--- config.mk ---
export PLATFORM = sky130hd
export DESIGN_NAME = earliest_free_worker_scheduler_core
export DESIGN_NICKNAME = d
export VERILOG_FILES = /design/src/design/efws_pkg.sv /design/src/design/efws_ram.sv /design/src/design/efws_ctrl.sv /design/src/design/efws_datapath.sv /design/src/design/earliest_free_worker_scheduler_core.sv
export SDC_FILE = /design/constraint.sdc
export NUM_CORES = 1
export LEC_CHECK = 0
export ABC_CLOCK_PERIOD_IN_PS = 5100
export BUFFER_PORTS_ARGS = -buffer_cell sky130_fd_sc_hd__buf_4
export CORE_ASPECT_RATIO = 0.5
export CORE_MARGIN = 4
export CORE_UTILIZATION = 37
export CTS_BUF_LIST = sky130_fd_sc_hd__clkbuf_8
export CTS_CLUSTER_DIAMETER = 60
export DETAILED_ROUTE_END_ITERATION = 8
export GPL_TIMING_DRIVEN = 0
export MAX_ROUTING_LAYER = met4
export PLACE_DENSITY_LB_ADDON = 0.08
export SYNTH_ARGS = -nofsm -noshare
export SYNTH_HDL_FRONTEND = slang
export SYNTH_SLANG_ARGS = --single-unit
--- constraint.sdc ---
create_clock -name clk -period 5.1 [get_ports clk]
set_input_delay 0.51 -clock clk [delete_from_list [all_inputs] [get_ports clk]]
set_output_delay 0.51 -clock clk [all_outputs]
set_load 0.02 [all_outputs]
--- src/design/efws_pkg.sv ---
`timescale 1ns / 1ps

package efws_pkg;

	localparam int DUR_W = 32;
	localparam int CFG_W = 5;
	localparam int ID_OUT_W = 4;
	localparam int WORKER_COUNT_RESET = 16;

	typedef struct packed {
		logic load;
		logic scan;
		logic update;
		logic clear;
	} efws_cmd_t;

	typedef struct packed {
		logic scan_done;
		logic clear_done;
	} efws_status_t;

endpackage

--- src/design/efws_ram.sv ---
`timescale 1ns / 1ps

module efws_ram #(
	parameter int WIDTH = 48,
	parameter int DEPTH = 16
) (
	input  logic                     clk,
	input  logic                     we,
	input  logic [$clog2(DEPTH)-1:0] waddr,
	input  logic [WIDTH-1:0]         wdata,
	input  logic [$clog2(DEPTH)-1:0] raddr,
	output logic [WIDTH-1:0]         rdata
);

	logic [WIDTH-1:0] mem [DEPTH];
	logic [WIDTH-1:0] rdata_q;

	always_ff @(posedge clk) begin
		if (we) begin
			mem[waddr] <= wdata;
		end
		rdata_q <= mem[raddr];
	end

	assign rdata = rdata_q;

endmodule

--- src/design/efws_ctrl.sv ---
`timescale 1ns / 1ps

module efws_ctrl
	import efws_pkg::*;
(
	input  logic         clk,
	input  logic         arst_n,
	input  logic         start,
	input  logic         cfg_we,
	input  efws_status_t status,
	output efws_cmd_t    cmd,
	output logic         busy
);

	typedef enum logic [1:0] {
		ST_CLEAR,
		ST_IDLE,
		ST_SCAN,
		ST_UPDATE
	} state_t;

	state_t state_q;

	always_ff @(posedge clk or negedge arst_n) begin
		if (!arst_n) begin
			state_q <= ST_CLEAR;
		end else if (cfg_we) begin
			state_q <= ST_CLEAR;
		end else begin
			case (state_q)
				ST_CLEAR: begin
					if (status.clear_done) begin
						state_q <= ST_IDLE;
					end
				end
				ST_IDLE: begin
					if (start) begin
						state_q <= ST_SCAN;
					end
				end
				ST_SCAN: begin
					if (status.scan_done) begin
						state_q <= ST_UPDATE;
					end
				end
				ST_UPDATE: begin
					state_q <= ST_IDLE;
				end
				default: begin
					state_q <= ST_CLEAR;
				end
			endcase
		end
	end

	always_comb begin
		cmd        = '0;
		cmd.clear  = (state_q == ST_CLEAR);
		cmd.load   = (state_q == ST_IDLE) && start;
		cmd.scan   = (state_q == ST_SCAN);
		cmd.update = (state_q == ST_UPDATE);
	end

	assign busy = (state_q != ST_IDLE);

endmodule

--- src/design/efws_datapath.sv ---
`timescale 1ns / 1ps

module efws_datapath
	import efws_pkg::*;
#(
	parameter int MAX_WORKERS = 16,
	parameter int TIME_WIDTH = 48
) (
	input  logic                  clk,
	input  logic                  arst_n,
	input  logic                  cfg_we,
	input  logic [CFG_W-1:0]      cfg_data,
	input  efws_cmd_t             cmd,
	output efws_status_t          status,
	input  logic [DUR_W-1:0]      duration,
	output logic                  done,
	output logic [ID_OUT_W-1:0]   worker_id,
	output logic [TIME_WIDTH-1:0] start_time,
	output logic                  overflow
);

	localparam int IDX_W = $clog2(MAX_WORKERS);
	localparam int CNT_W = $clog2(MAX_WORKERS + 1);
	localparam int COUNT_RESET =
		(WORKER_COUNT_RESET > MAX_WORKERS) ? MAX_WORKERS : WORKER_COUNT_RESET;

	logic [CNT_W-1:0]      count_q;
	logic [CNT_W-1:0]      cnt_q;
	logic                  rvalid_q;
	logic [IDX_W-1:0]      ridx_q;
	logic [DUR_W-1:0]      dur_q;
	logic [IDX_W-1:0]      best_id_q;
	logic [TIME_WIDTH-1:0] best_time_q;
	logic                  done_q;
	logic [ID_OUT_W-1:0]   worker_id_q;
	logic [TIME_WIDTH-1:0] start_time_q;
	logic                  overflow_q;

	logic [CNT_W-1:0]      count_new;
	logic [CNT_W-1:0]      last_idx;
	logic                  issue;
	logic [TIME_WIDTH-1:0] rdata;
	logic [TIME_WIDTH:0]   sum;
	logic [TIME_WIDTH-1:0] new_time;
	logic                  ram_we;
	logic [IDX_W-1:0]      ram_waddr;
	logic [TIME_WIDTH-1:0] ram_wdata;

	// A written count of zero means one worker; larger values clamp to the pool size.
	always_comb begin
		if (cfg_data == '0) begin
			count_new = CNT_W'(1);
		end else if (32'(cfg_data) > 32'(MAX_WORKERS)) begin
			count_new = CNT_W'(MAX_WORKERS);
		end else begin
			count_new = CNT_W'(cfg_data);
		end
	end

	assign last_idx = count_q - CNT_W'(1);
	assign issue    = cmd.scan && (cnt_q < count_q);

	assign status.clear_done = cmd.clear && (cnt_q == last_idx);
	assign status.scan_done  = rvalid_q && (CNT_W'(ridx_q) == last_idx);

	assign sum      = {1'b0, best_time_q} + (TIME_WIDTH + 1)'(dur_q);
	assign new_time = sum[TIME_WIDTH] ? {TIME_WIDTH{1'b1}} : sum[TIME_WIDTH-1:0];

	always_comb begin
		ram_we    = 1'b0;
		ram_waddr = best_id_q;
		ram_wdata = new_time;
		if (cmd.clear) begin
			ram_we    = 1'b1;
			ram_waddr = cnt_q[IDX_W-1:0];
			ram_wdata = '0;
		end else if (cmd.update) begin
			ram_we = 1'b1;
		end
	end

	efws_ram #(
		.WIDTH(TIME_WIDTH),
		.DEPTH(MAX_WORKERS)
	) u_ram (
		.clk  (clk),
		.we   (ram_we),
		.waddr(ram_waddr),
		.wdata(ram_wdata),
		.raddr(cnt_q[IDX_W-1:0]),
		.rdata(rdata)
	);

	always_ff @(posedge clk or negedge arst_n) begin
		if (!arst_n) begin
			count_q  <= CNT_W'(COUNT_RESET);
			cnt_q    <= '0;
			rvalid_q <= 1'b0;
			done_q   <= 1'b0;
		end else begin
			done_q <= cmd.update;
			if (cfg_we) begin
				count_q <= count_new;
			end
			if (cfg_we || cmd.load) begin
				cnt_q    <= '0;
				rvalid_q <= 1'b0;
			end else begin
				if (cmd.clear || issue) begin
					cnt_q <= cnt_q + CNT_W'(1);
				end
				rvalid_q <= issue;
			end
		end
	end

	always_ff @(posedge clk) begin
		if (cmd.load) begin
			dur_q <= duration;
		end
		if (issue) begin
			ridx_q <= cnt_q[IDX_W-1:0];
		end
		if (rvalid_q && ((ridx_q == '0) || (rdata < best_time_q))) begin
			best_id_q   <= ridx_q;
			best_time_q <= rdata;
		end
		if (cmd.update) begin
			worker_id_q  <= ID_OUT_W'(best_id_q);
			start_time_q <= best_time_q;
			overflow_q   <= sum[TIME_WIDTH];
		end
	end

	assign done       = done_q;
	assign worker_id  = worker_id_q;
	assign start_time = start_time_q;
	assign overflow   = overflow_q;

endmodule

--- src/design/earliest_free_worker_scheduler_core.sv ---
// A job taken on start scans the finish-time memory one worker per cycle, then updates the
// earliest free worker's finish time; a new job is taken only after the last one's update.
// Results cannot be stalled; done is high for exactly one cycle per job.
// After reset, and after each worker count write, busy stays high while the finish times
// are cleared to zero. Reset selects sixteen workers, clamped to MAX_WORKERS.
// A worker count write is taken only while no job is in flight, and busy is high while it is offered.
`timescale 1ns / 1ps

module earliest_free_worker_scheduler_core
	import efws_pkg::*;
#(
	parameter int MAX_WORKERS = 16,
	parameter int TIME_WIDTH = 48
) (
	input  logic                  clk,
	input  logic                  arst_n,
	input  logic                  start,
	output logic                  busy,
	input  logic [DUR_W-1:0]      duration,
	input  logic                  cfg_valid,
	output logic                  cfg_ready,
	input  logic [CFG_W-1:0]      cfg_data,
	output logic                  done,
	output logic [ID_OUT_W-1:0]   worker_id,
	output logic [TIME_WIDTH-1:0] start_time,
	output logic                  overflow
);

	efws_cmd_t    cmd;
	efws_status_t status;
	logic         cfg_we;
	logic         ctrl_busy;

	assign cfg_ready = !ctrl_busy;
	assign cfg_we    = cfg_valid && cfg_ready;
	assign busy      = ctrl_busy || cfg_valid;

	efws_ctrl u_ctrl (
		.clk   (clk),
		.arst_n(arst_n),
		.start (start),
		.cfg_we(cfg_we),
		.status(status),
		.cmd   (cmd),
		.busy  (ctrl_busy)
	);

	efws_datapath #(
		.MAX_WORKERS(MAX_WORKERS),
		.TIME_WIDTH (TIME_WIDTH)
	) u_datapath (
		.clk       (clk),
		.arst_n    (arst_n),
		.cfg_we    (cfg_we),
		.cfg_data  (cfg_data),
		.cmd       (cmd),
		.status    (status),
		.duration  (duration),
		.done      (done),
		.worker_id (worker_id),
		.start_time(start_time),
		.overflow  (overflow)
	);

endmodule
### After elaboration in Yosys (flattened, before gate mapping)

Memories as Yosys holds them, arrays and structs flattened. A register that Yosys moved wholly into a read port is not among the register bits.
Cells that the tools add are included.
W data, S select, Z words.

| operators by class | value |
|---|---|
| add/sub/neg operators | 3 |
| magnitude comparators | 3 |
| equal/unequal tests | 9 |
| mux-type cells | 17 |
| reduce and logical (&&, ||, !) cells | 16 |

Operator list:

| kind | count |
|---|---|
| $mux W48 | 2 |
| $add A48 B32 Y49 | 1 |
| $lt A48 B48 Y1 | 1 |
| $mux W5 | 4 |
| $ne A3 B2 Y1 const B | 3 |
| $mux W2 | 4 |
| $pmux W2 S4 | 1 |
| $logic_and A1 B1 Y1 | 6 |
| $add A5 B1 Y5 const B | 1 |
| $eq A4 B5 Y1 | 1 |
| $eq A5 B5 Y1 | 1 |
| $gt A5 B5 Y1 const B | 1 |
| $logic_not A5 Y1 | 1 |
| $lt A5 B5 Y1 | 1 |
| $mux W1 | 5 |
| $sub A5 B1 Y5 const B | 1 |
| $eq A2 B2 Y1 const B | 2 |
| $logic_not A4 Y1 | 1 |
| $logic_or A1 B1 Y1 | 4 |
| $mux W4 | 1 |
| $reduce_and A3 Y1 | 1 |
| $eq A2 B1 Y1 const B | 1 |
| $logic_not A2 Y1 | 1 |
| $ne A2 B1 Y1 const B | 1 |
| other kinds (2) | 2 |

| storage, ports and cells | value |
|---|---|
| register bits | 155 |
| memory bits (writable) | 768 |
| input bits | 41 |
| output and inout port bits | 56 |
| memories kept | 1 |

Memories:

| memory | depth | bits a word | read ports | clocked after memory_dff | write ports | line | text |
|---|---|---|---|---|---|---|---|
| u_datapath.u_ram.mem | 16 | 48 | 1 | 1 | 1 | efws_ram.sv:15 | `logic [WIDTH-1:0] mem [DEPTH];` |

### Longest topological paths before layout

| logic depth | value |
|---|---|
| depth after elaboration | 6 |
| mapped depth | 13 |

### Hierarchy

From an unflattened synthesis, not the netlist that was laid out.

| unflattened totals | value |
|---|---|
| cell total of the unflattened synthesis | 2027 |
| area, all modules | 38590.8 sq um |

By module, submodules not included:

| module | instances | cells each | area each (sq um) | seq. area each (sq um) |
|---|---|---|---|---|
| efws_ram | 1 | 1242 | 29694.7 | 24023.0 |
| efws_datapath | 1 | 761 | 8689.6 | 4535.6 |
| efws_ctrl | 1 | 21 | 190.2 | 50.0 |
| earliest_free_worker_scheduler_core | 1 | 3 | 16.3 | 0.0 |

### Least setup slack after synthesis

No wires, ideal clock.

| path | value |
|---|---|
| kind | register to register |
| start point | register u_datapath.best_time_q[41] |
| end point | register u_datapath.best_id_q[0] (enable) |
| arrival time | 4389 ps |
| slack | 232 ps |
| cell stages (with the launch flop) | 12 |
| buffers on the path | 0 |
| period minus slack after synthesis | 4868 ps |
| cell sequence | edfxtp_1 inv_1 ha_1 a21o_1 a21o_1 a21oi_1 nor2b_1 o21ai_0 a21oi_1 a2111oi_0 a21oi_1 a21oi_1 |

| between the ends | value |
|---|---|
| longest elaborated chain between the ends | 3 |

Ends and longest elaborated chain:

| element | line | text |
|---|---|---|
| from (decl) | efws_datapath.sv:33 | `logic [TIME_WIDTH-1:0] best_time_q;` |
| from (signal assigned) | efws_datapath.sv:126 | `best_time_q <= rdata;` |
| $lt A48 B48 Y1 | efws_datapath.sv:124 | `if (rvalid_q && ((ridx_q == '0) \|\| (rdata < best_time_q))) begin` |
| $logic_or A1 B1 Y1 | efws_datapath.sv:124 |  |
| $logic_and A1 B1 Y1 | efws_datapath.sv:124 |  |
| to (signal assigned) | efws_datapath.sv:125 | `best_id_q <= ridx_q;` |
| to (decl) | efws_datapath.sv:32 | `logic [IDX_W-1:0] best_id_q;` |

No other way between the ends.
A chain may end at the register's enable or synchronous reset.

### Final worst setup path

| path | value |
|---|---|
| start point | register u_datapath.best_time_q[0] |
| end point | memory u_datapath.u_ram.mem[15][39] (data pin) |

| between the ends | value |
|---|---|
| longest elaborated chain between the ends | 3 |

Ends and longest elaborated chain:

| element | line | text |
|---|---|---|
| $add A48 B32 Y49 | efws_datapath.sv:66 | `assign sum = {1'b0, best_time_q} + (TIME_WIDTH + 1)'(dur_q);` |
| $mux W48 | efws_datapath.sv:67 | `assign new_time = sum[TIME_WIDTH] ? {TIME_WIDTH{1'b1}} : sum[TIME_WIDTH-1:0];` |
| $mux W48 | efws_datapath.sv:73 | `if (cmd.clear) begin` |
| net u_datapath.ram_wdata[39] | efws_datapath.sv:47 | `logic [TIME_WIDTH-1:0] ram_wdata;` |
| to (decl) | efws_ram.sv:15 |  |

The timed path passes the listed nets, and every way through them passes these cells.

==> impl_summary.txt <==
----------------------------------------------------
[Outcome]
  Outcome ... completed

[Power]
  Cell-internal power ... 11.75 mW
  Power density over the cells ... approximately 320 nW/um^2
  Worst ir drop on vdd ... roughly 0.00022 V
  Portion of total power attributed to combinational logic ... 0.4%
  Sw Ratio ... 20.55%
  Clock share of power ... between 40% and 50%
  Net Switching ... approximately 3 mW
  Leakage ... ~15 nW
  Portion of total power attributed to sequential cells ... between 50% and 60%

[Setup path]
  Cells along the critical path ... ha_1 > fa_1 > a21o_1 > nand4_1 > a211o_1 > a2111oi_4 > o21ai_2 > a31oi_4 > nand2_1 > buf_2 > buf_2 > a21oi_1
  Most prevalent standard cell on the critical path ... sky130_fd_sc_hd__buf_2
  WS Path Type ... reg2reg
  Startpoint type of the worst setup path ... flip-flop
  Standard cell with the maximum stage delay on the critical path ... sky130_fd_sc_hd__a21oi_1
  Highest fanout seen on the critical path ... 16
  Critical Path AT ... approximately 5.4 ns
  Crit end category ... flip-flop
  Critical path required time ... about 5.5 ns
  Delay contributed by the slowest stage of the critical path ... about 0.96 ns

[Drt]
  Initial DRC Count ... ~1,900
  DRC violations left ... 0
  Number of vias in the routed layout ... roughly 20,000
  Number of detailed-routing iterations run before antenna repair ... 5
  Final ANT Viol Nets ... 0
  Average vias per placed instance ... 5.305
  Wire length after detailed routing ... ~110,000 microns
  Detail-routed net length per standard cell ... ~29 microns

[STA]
  F_max ... around 200 MHz
  Count of final hold-check violations ... 0
  Actual slew at the worst max-slew pin ... about 1.3 ns
  Final Critical Period ... between 4 and 5 ns
  Worst Hold Margin ... 0.1239 ns
  # setup viols final ... 0
  Final count of pins violating max slew ... 0
  Period utilization ... around 97%
  Worst clock skew ... between 0.05 and 0.06 ns
  Final worst setup slack ... approximately 0.16 ns
  Worst slew margin ... between 10% and 20%
  Unrepaired setup endpoints after global routing ... true

[Finish]
  Filler cells ... between 9,000 and 10,000
  Proportion of layout cells with a drive suffix above 1 ... between 20% and 30%
  Net total in the final layout ... 2,388
  Synthesis-to-layout area growth ... 17.89%

[Global route]
  Number of global-route vias before repair ... just over 20,000
  Maximum number of pins on one net before global-route repair ... 32
  Overflow left after global routing ... 0
  Global Route Usage Sum ... around 20%
  Initial antenna violation count ... 4
  Wire length of the first global-routing pass ... 153,800 microns

[Floorplanning]
  Number of placed I/O pins ... 97
  Die height ... about 240 microns
  Placeable core region ... between 100,000 and 150,000 sq um
  Horizontal die dimension ... roughly 470 microns
  Starting density of the core ... a little under two fifths
  Number of core rows ... a little over 80
  Area enclosed by the die boundary ... 110,200 sq um

[Logic synthesis]
  Most frequent cells after synthesis ... sky130_fd_sc_hd__edfxtp_1 (909), sky130_fd_sc_hd__mux4_2 (240), sky130_fd_sc_hd__ha_1 (92), sky130_fd_sc_hd__a21oi_1 (88), sky130_fd_sc_hd__inv_1 (66)
  Mapped Nets ... approximately 2,100
  Cell count after synthesis ... around 1,900
  Cell Area, Synth ... approximately 39,000 sq um
  Flip-flop cell with the highest count after synthesis ... sky130_fd_sc_hd__edfxtp_1
  Number of enable flip-flop cells after synthesis ... 909
  Proportion of netlist area held by the largest area contributor ... 70.49%
  Share of synthesized registers carrying an async set or reset ... under 10%
  Leading post-synthesis cells by cell area ... sky130_fd_sc_hd__edfxtp_1 (70%), sky130_fd_sc_hd__mux4_2 (14%), sky130_fd_sc_hd__ha_1 (3.0%), sky130_fd_sc_hd__dfxtp_1 (2.5%), sky130_fd_sc_hd__a21oi_1 (1.1%)
  Dominant cell type by area after synthesis ... sky130_fd_sc_hd__edfxtp_1
  Share of synthesized area occupied by flip-flops and latches ... approximately 74%
  Yosys warns ... 0
  Mean instance size in the synthesized netlist ... just over 20 sq um
  Number of distinct library cell variants in the gate-level netlist after synthesis ... 80
  Most common cell in the synthesized netlist ... sky130_fd_sc_hd__edfxtp_1
  Synthesis-stage register bit count ... between 900 and 1,000

[Placed design]
  PortBufs ... 96
  DP HPWL ... around 70,000 microns
  Worst slack at placement ... 0.04707 ns
  Routability congestion estimate from global placement ... slightly above 0.8

[Clocking]
  Clock-pin slew reported for the worst setup and hold paths after clock tree synthesis ... ~0.07 ns
  CTS Buf Count ... 144
  Number of H-tree levels ... 4
  Bufs on Longest Clock Path ... 3
  Clk sinks ... just under 1,000
  Root Driver ... sky130_fd_sc_hd__clkbuf_8
  Clock tree from TritonCTS ... done
  Source-to-sink clock delay at the later pin of the worst-skew pair ... 0.83 ns
  Setup bufs post-CTS ... 0

[Job]
  Max-Cap Viols ... 0

[Worst hold path]
  Min-delay worst type ... in2reg

----------------------------------------------------
[layout by cell type, fill, tap and decap left out, types with 33 or more instances in the layout]
cell type	n
sky130_fd_sc_hd__inv_1	112
sky130_fd_sc_hd__ha_1	91
sky130_fd_sc_hd__buf_12	37
sky130_fd_sc_hd__clkbuf_8	172
sky130_fd_sc_hd__buf_4	97
sky130_fd_sc_hd__dlygate4sd3_1	39
sky130_fd_sc_hd__clkbuf_1	46
sky130_fd_sc_hd__edfxtp_1	909
sky130_fd_sc_hd__a21oi_1	71
sky130_fd_sc_hd__nor2_1	46
sky130_fd_sc_hd__xnor2_1	33
sky130_fd_sc_hd__dfxtp_1	48
sky130_fd_sc_hd__nand2_1	37
sky130_fd_sc_hd__mux4_2	240
[per-layer routing]
layer	share of wire (%)	global-route usage, %	up-vias
met5	0	-	-
met4	1.8	5.625	0
met3	5.3	3.698	150
met2	46	30.14	560
met1	47	29.09	10690
li1	-	-	8594
[final cells by class]
cell class / instances / area [sq um] / area share, %
diodes: 2 / 5.005 / 0.01096
inverters: 67 / 251.5 / 0.5509
multi-input cells: 809 / 9748 / 21.35
clock buffers: 171 / 2354 / 5.156
flip-flops and latches: 971 / 28610 / 62.67
well taps: 1402 / 1754 / 3.843
plain buffers: 77 / 359.1 / 0.7866
repair buffers: 184 / 2162 / 4.736
clock inverters: 86 / 407.9 / 0.8935
[power by group through the flow]
stage | registers, mW | logic (mW) | clock network [mW]
CTS | 8.58 | 0.0532 | 6.37
detailed placement | 8.75 | 0.0299 | 0
finish | 8.58 | 0.0522 | 6.16
global route | 8.57 | 0.0571 | 6.75
global placement | 8.75 | 0.0287 | 0
floorplan | 8.75 | 0.00133 | 0
[kinds of logic (layout without fill, tap and decap cells)]
logic type / Yosys count / count (layout) / share of synthesized area [%]
simple gates: 207 / 207 / 2.704
other cells: 0 / 2 / 0
flops: 971 / 971 / 73.88
compound gates: 220 / 220 / 3.739
mux: 243 / 243 / 14.04
buf+inv: 144 / 585 / 1.570
xor+xnor: 46 / 46 / 1.040
fa+ha+maj: 93 / 93 / 3.024
[repair_timing]
item	CTS	global route
endpoints found under the hold margin	51	0
endpoints found under the setup margin	16	328
gates resized for setup	1	15
hold buffers	39	0
[worst max-delay path, delay by kind of cell, from the launching register on]
family	cells	cell delay [ns]
AND/OR/NAND/NOR	2	0.42
adder cells (fa/ha/maj)	2	0.54
buffers and inverters	2	0.64
AO/OA/AOI/OAI	6	2.56
flip-flops	1	0.38
[path summary, 6_finish.rpt]
path / slack, ns / startpoint / cells past startpoint / end
max: 0.16 / u_datapath.best_time_q[0]$_DFFE_PP_ / 12 / u_datapath.u_ram.mem[15][39]$_DFFE_PP_
min: 0.12 / start / 4 / u_ctrl.state_q[1]$_DFFE_PN0P_
max reg2reg: 0.16 / u_datapath.best_time_q[0]$_DFFE_PP_ / 12 / u_datapath.u_ram.mem[15][39]$_DFFE_PP_
min reg2reg: 0.43 / u_datapath.u_ram.rdata[0]$_DFF_P_ / 0 / u_datapath.best_time_q[0]$_DFFE_PP_
max in group asynchronous: 3.90 / arst_n / 3 / u_datapath.cnt_q[1]$_DFFE_PN0P_
min in group asynchronous: 0.17 / arst_n / 2 / u_datapath.count_q[4]$_DFFE_PN1P_
[state kept, by name, summed over array words and instances (netlist names)]
name / flops
u_ctrl.state_q: 2
u_datapath.best_id_q: 4
u_datapath.best_time_q: 48
u_datapath.cnt_q: 5
u_datapath.count_q: 5
u_datapath.done: 1
u_datapath.dur_q: 32
u_datapath.overflow: 1
u_datapath.ridx_q: 4
u_datapath.rvalid_q: 1
u_datapath.start_time: 48
u_datapath.u_ram.mem: 768
u_datapath.u_ram.rdata: 48
u_datapath.worker_id: 4
[metrics by stage]
stage               instances   TNS, ns  area (sq um)  util, %  power (mW)
global placement         3422  -3136.20         41200    39.91       8.778
floorplan                1924         0         38720        -       8.751
global route             3769    -7.574         45650    44.22       15.38
detailed placement       3471         0         42420    41.09       8.779
finish                   3769         0         45650    44.22       14.79
CTS                      3767         0         45570    44.15       15.00
Power figures use the tool's default switching activity.
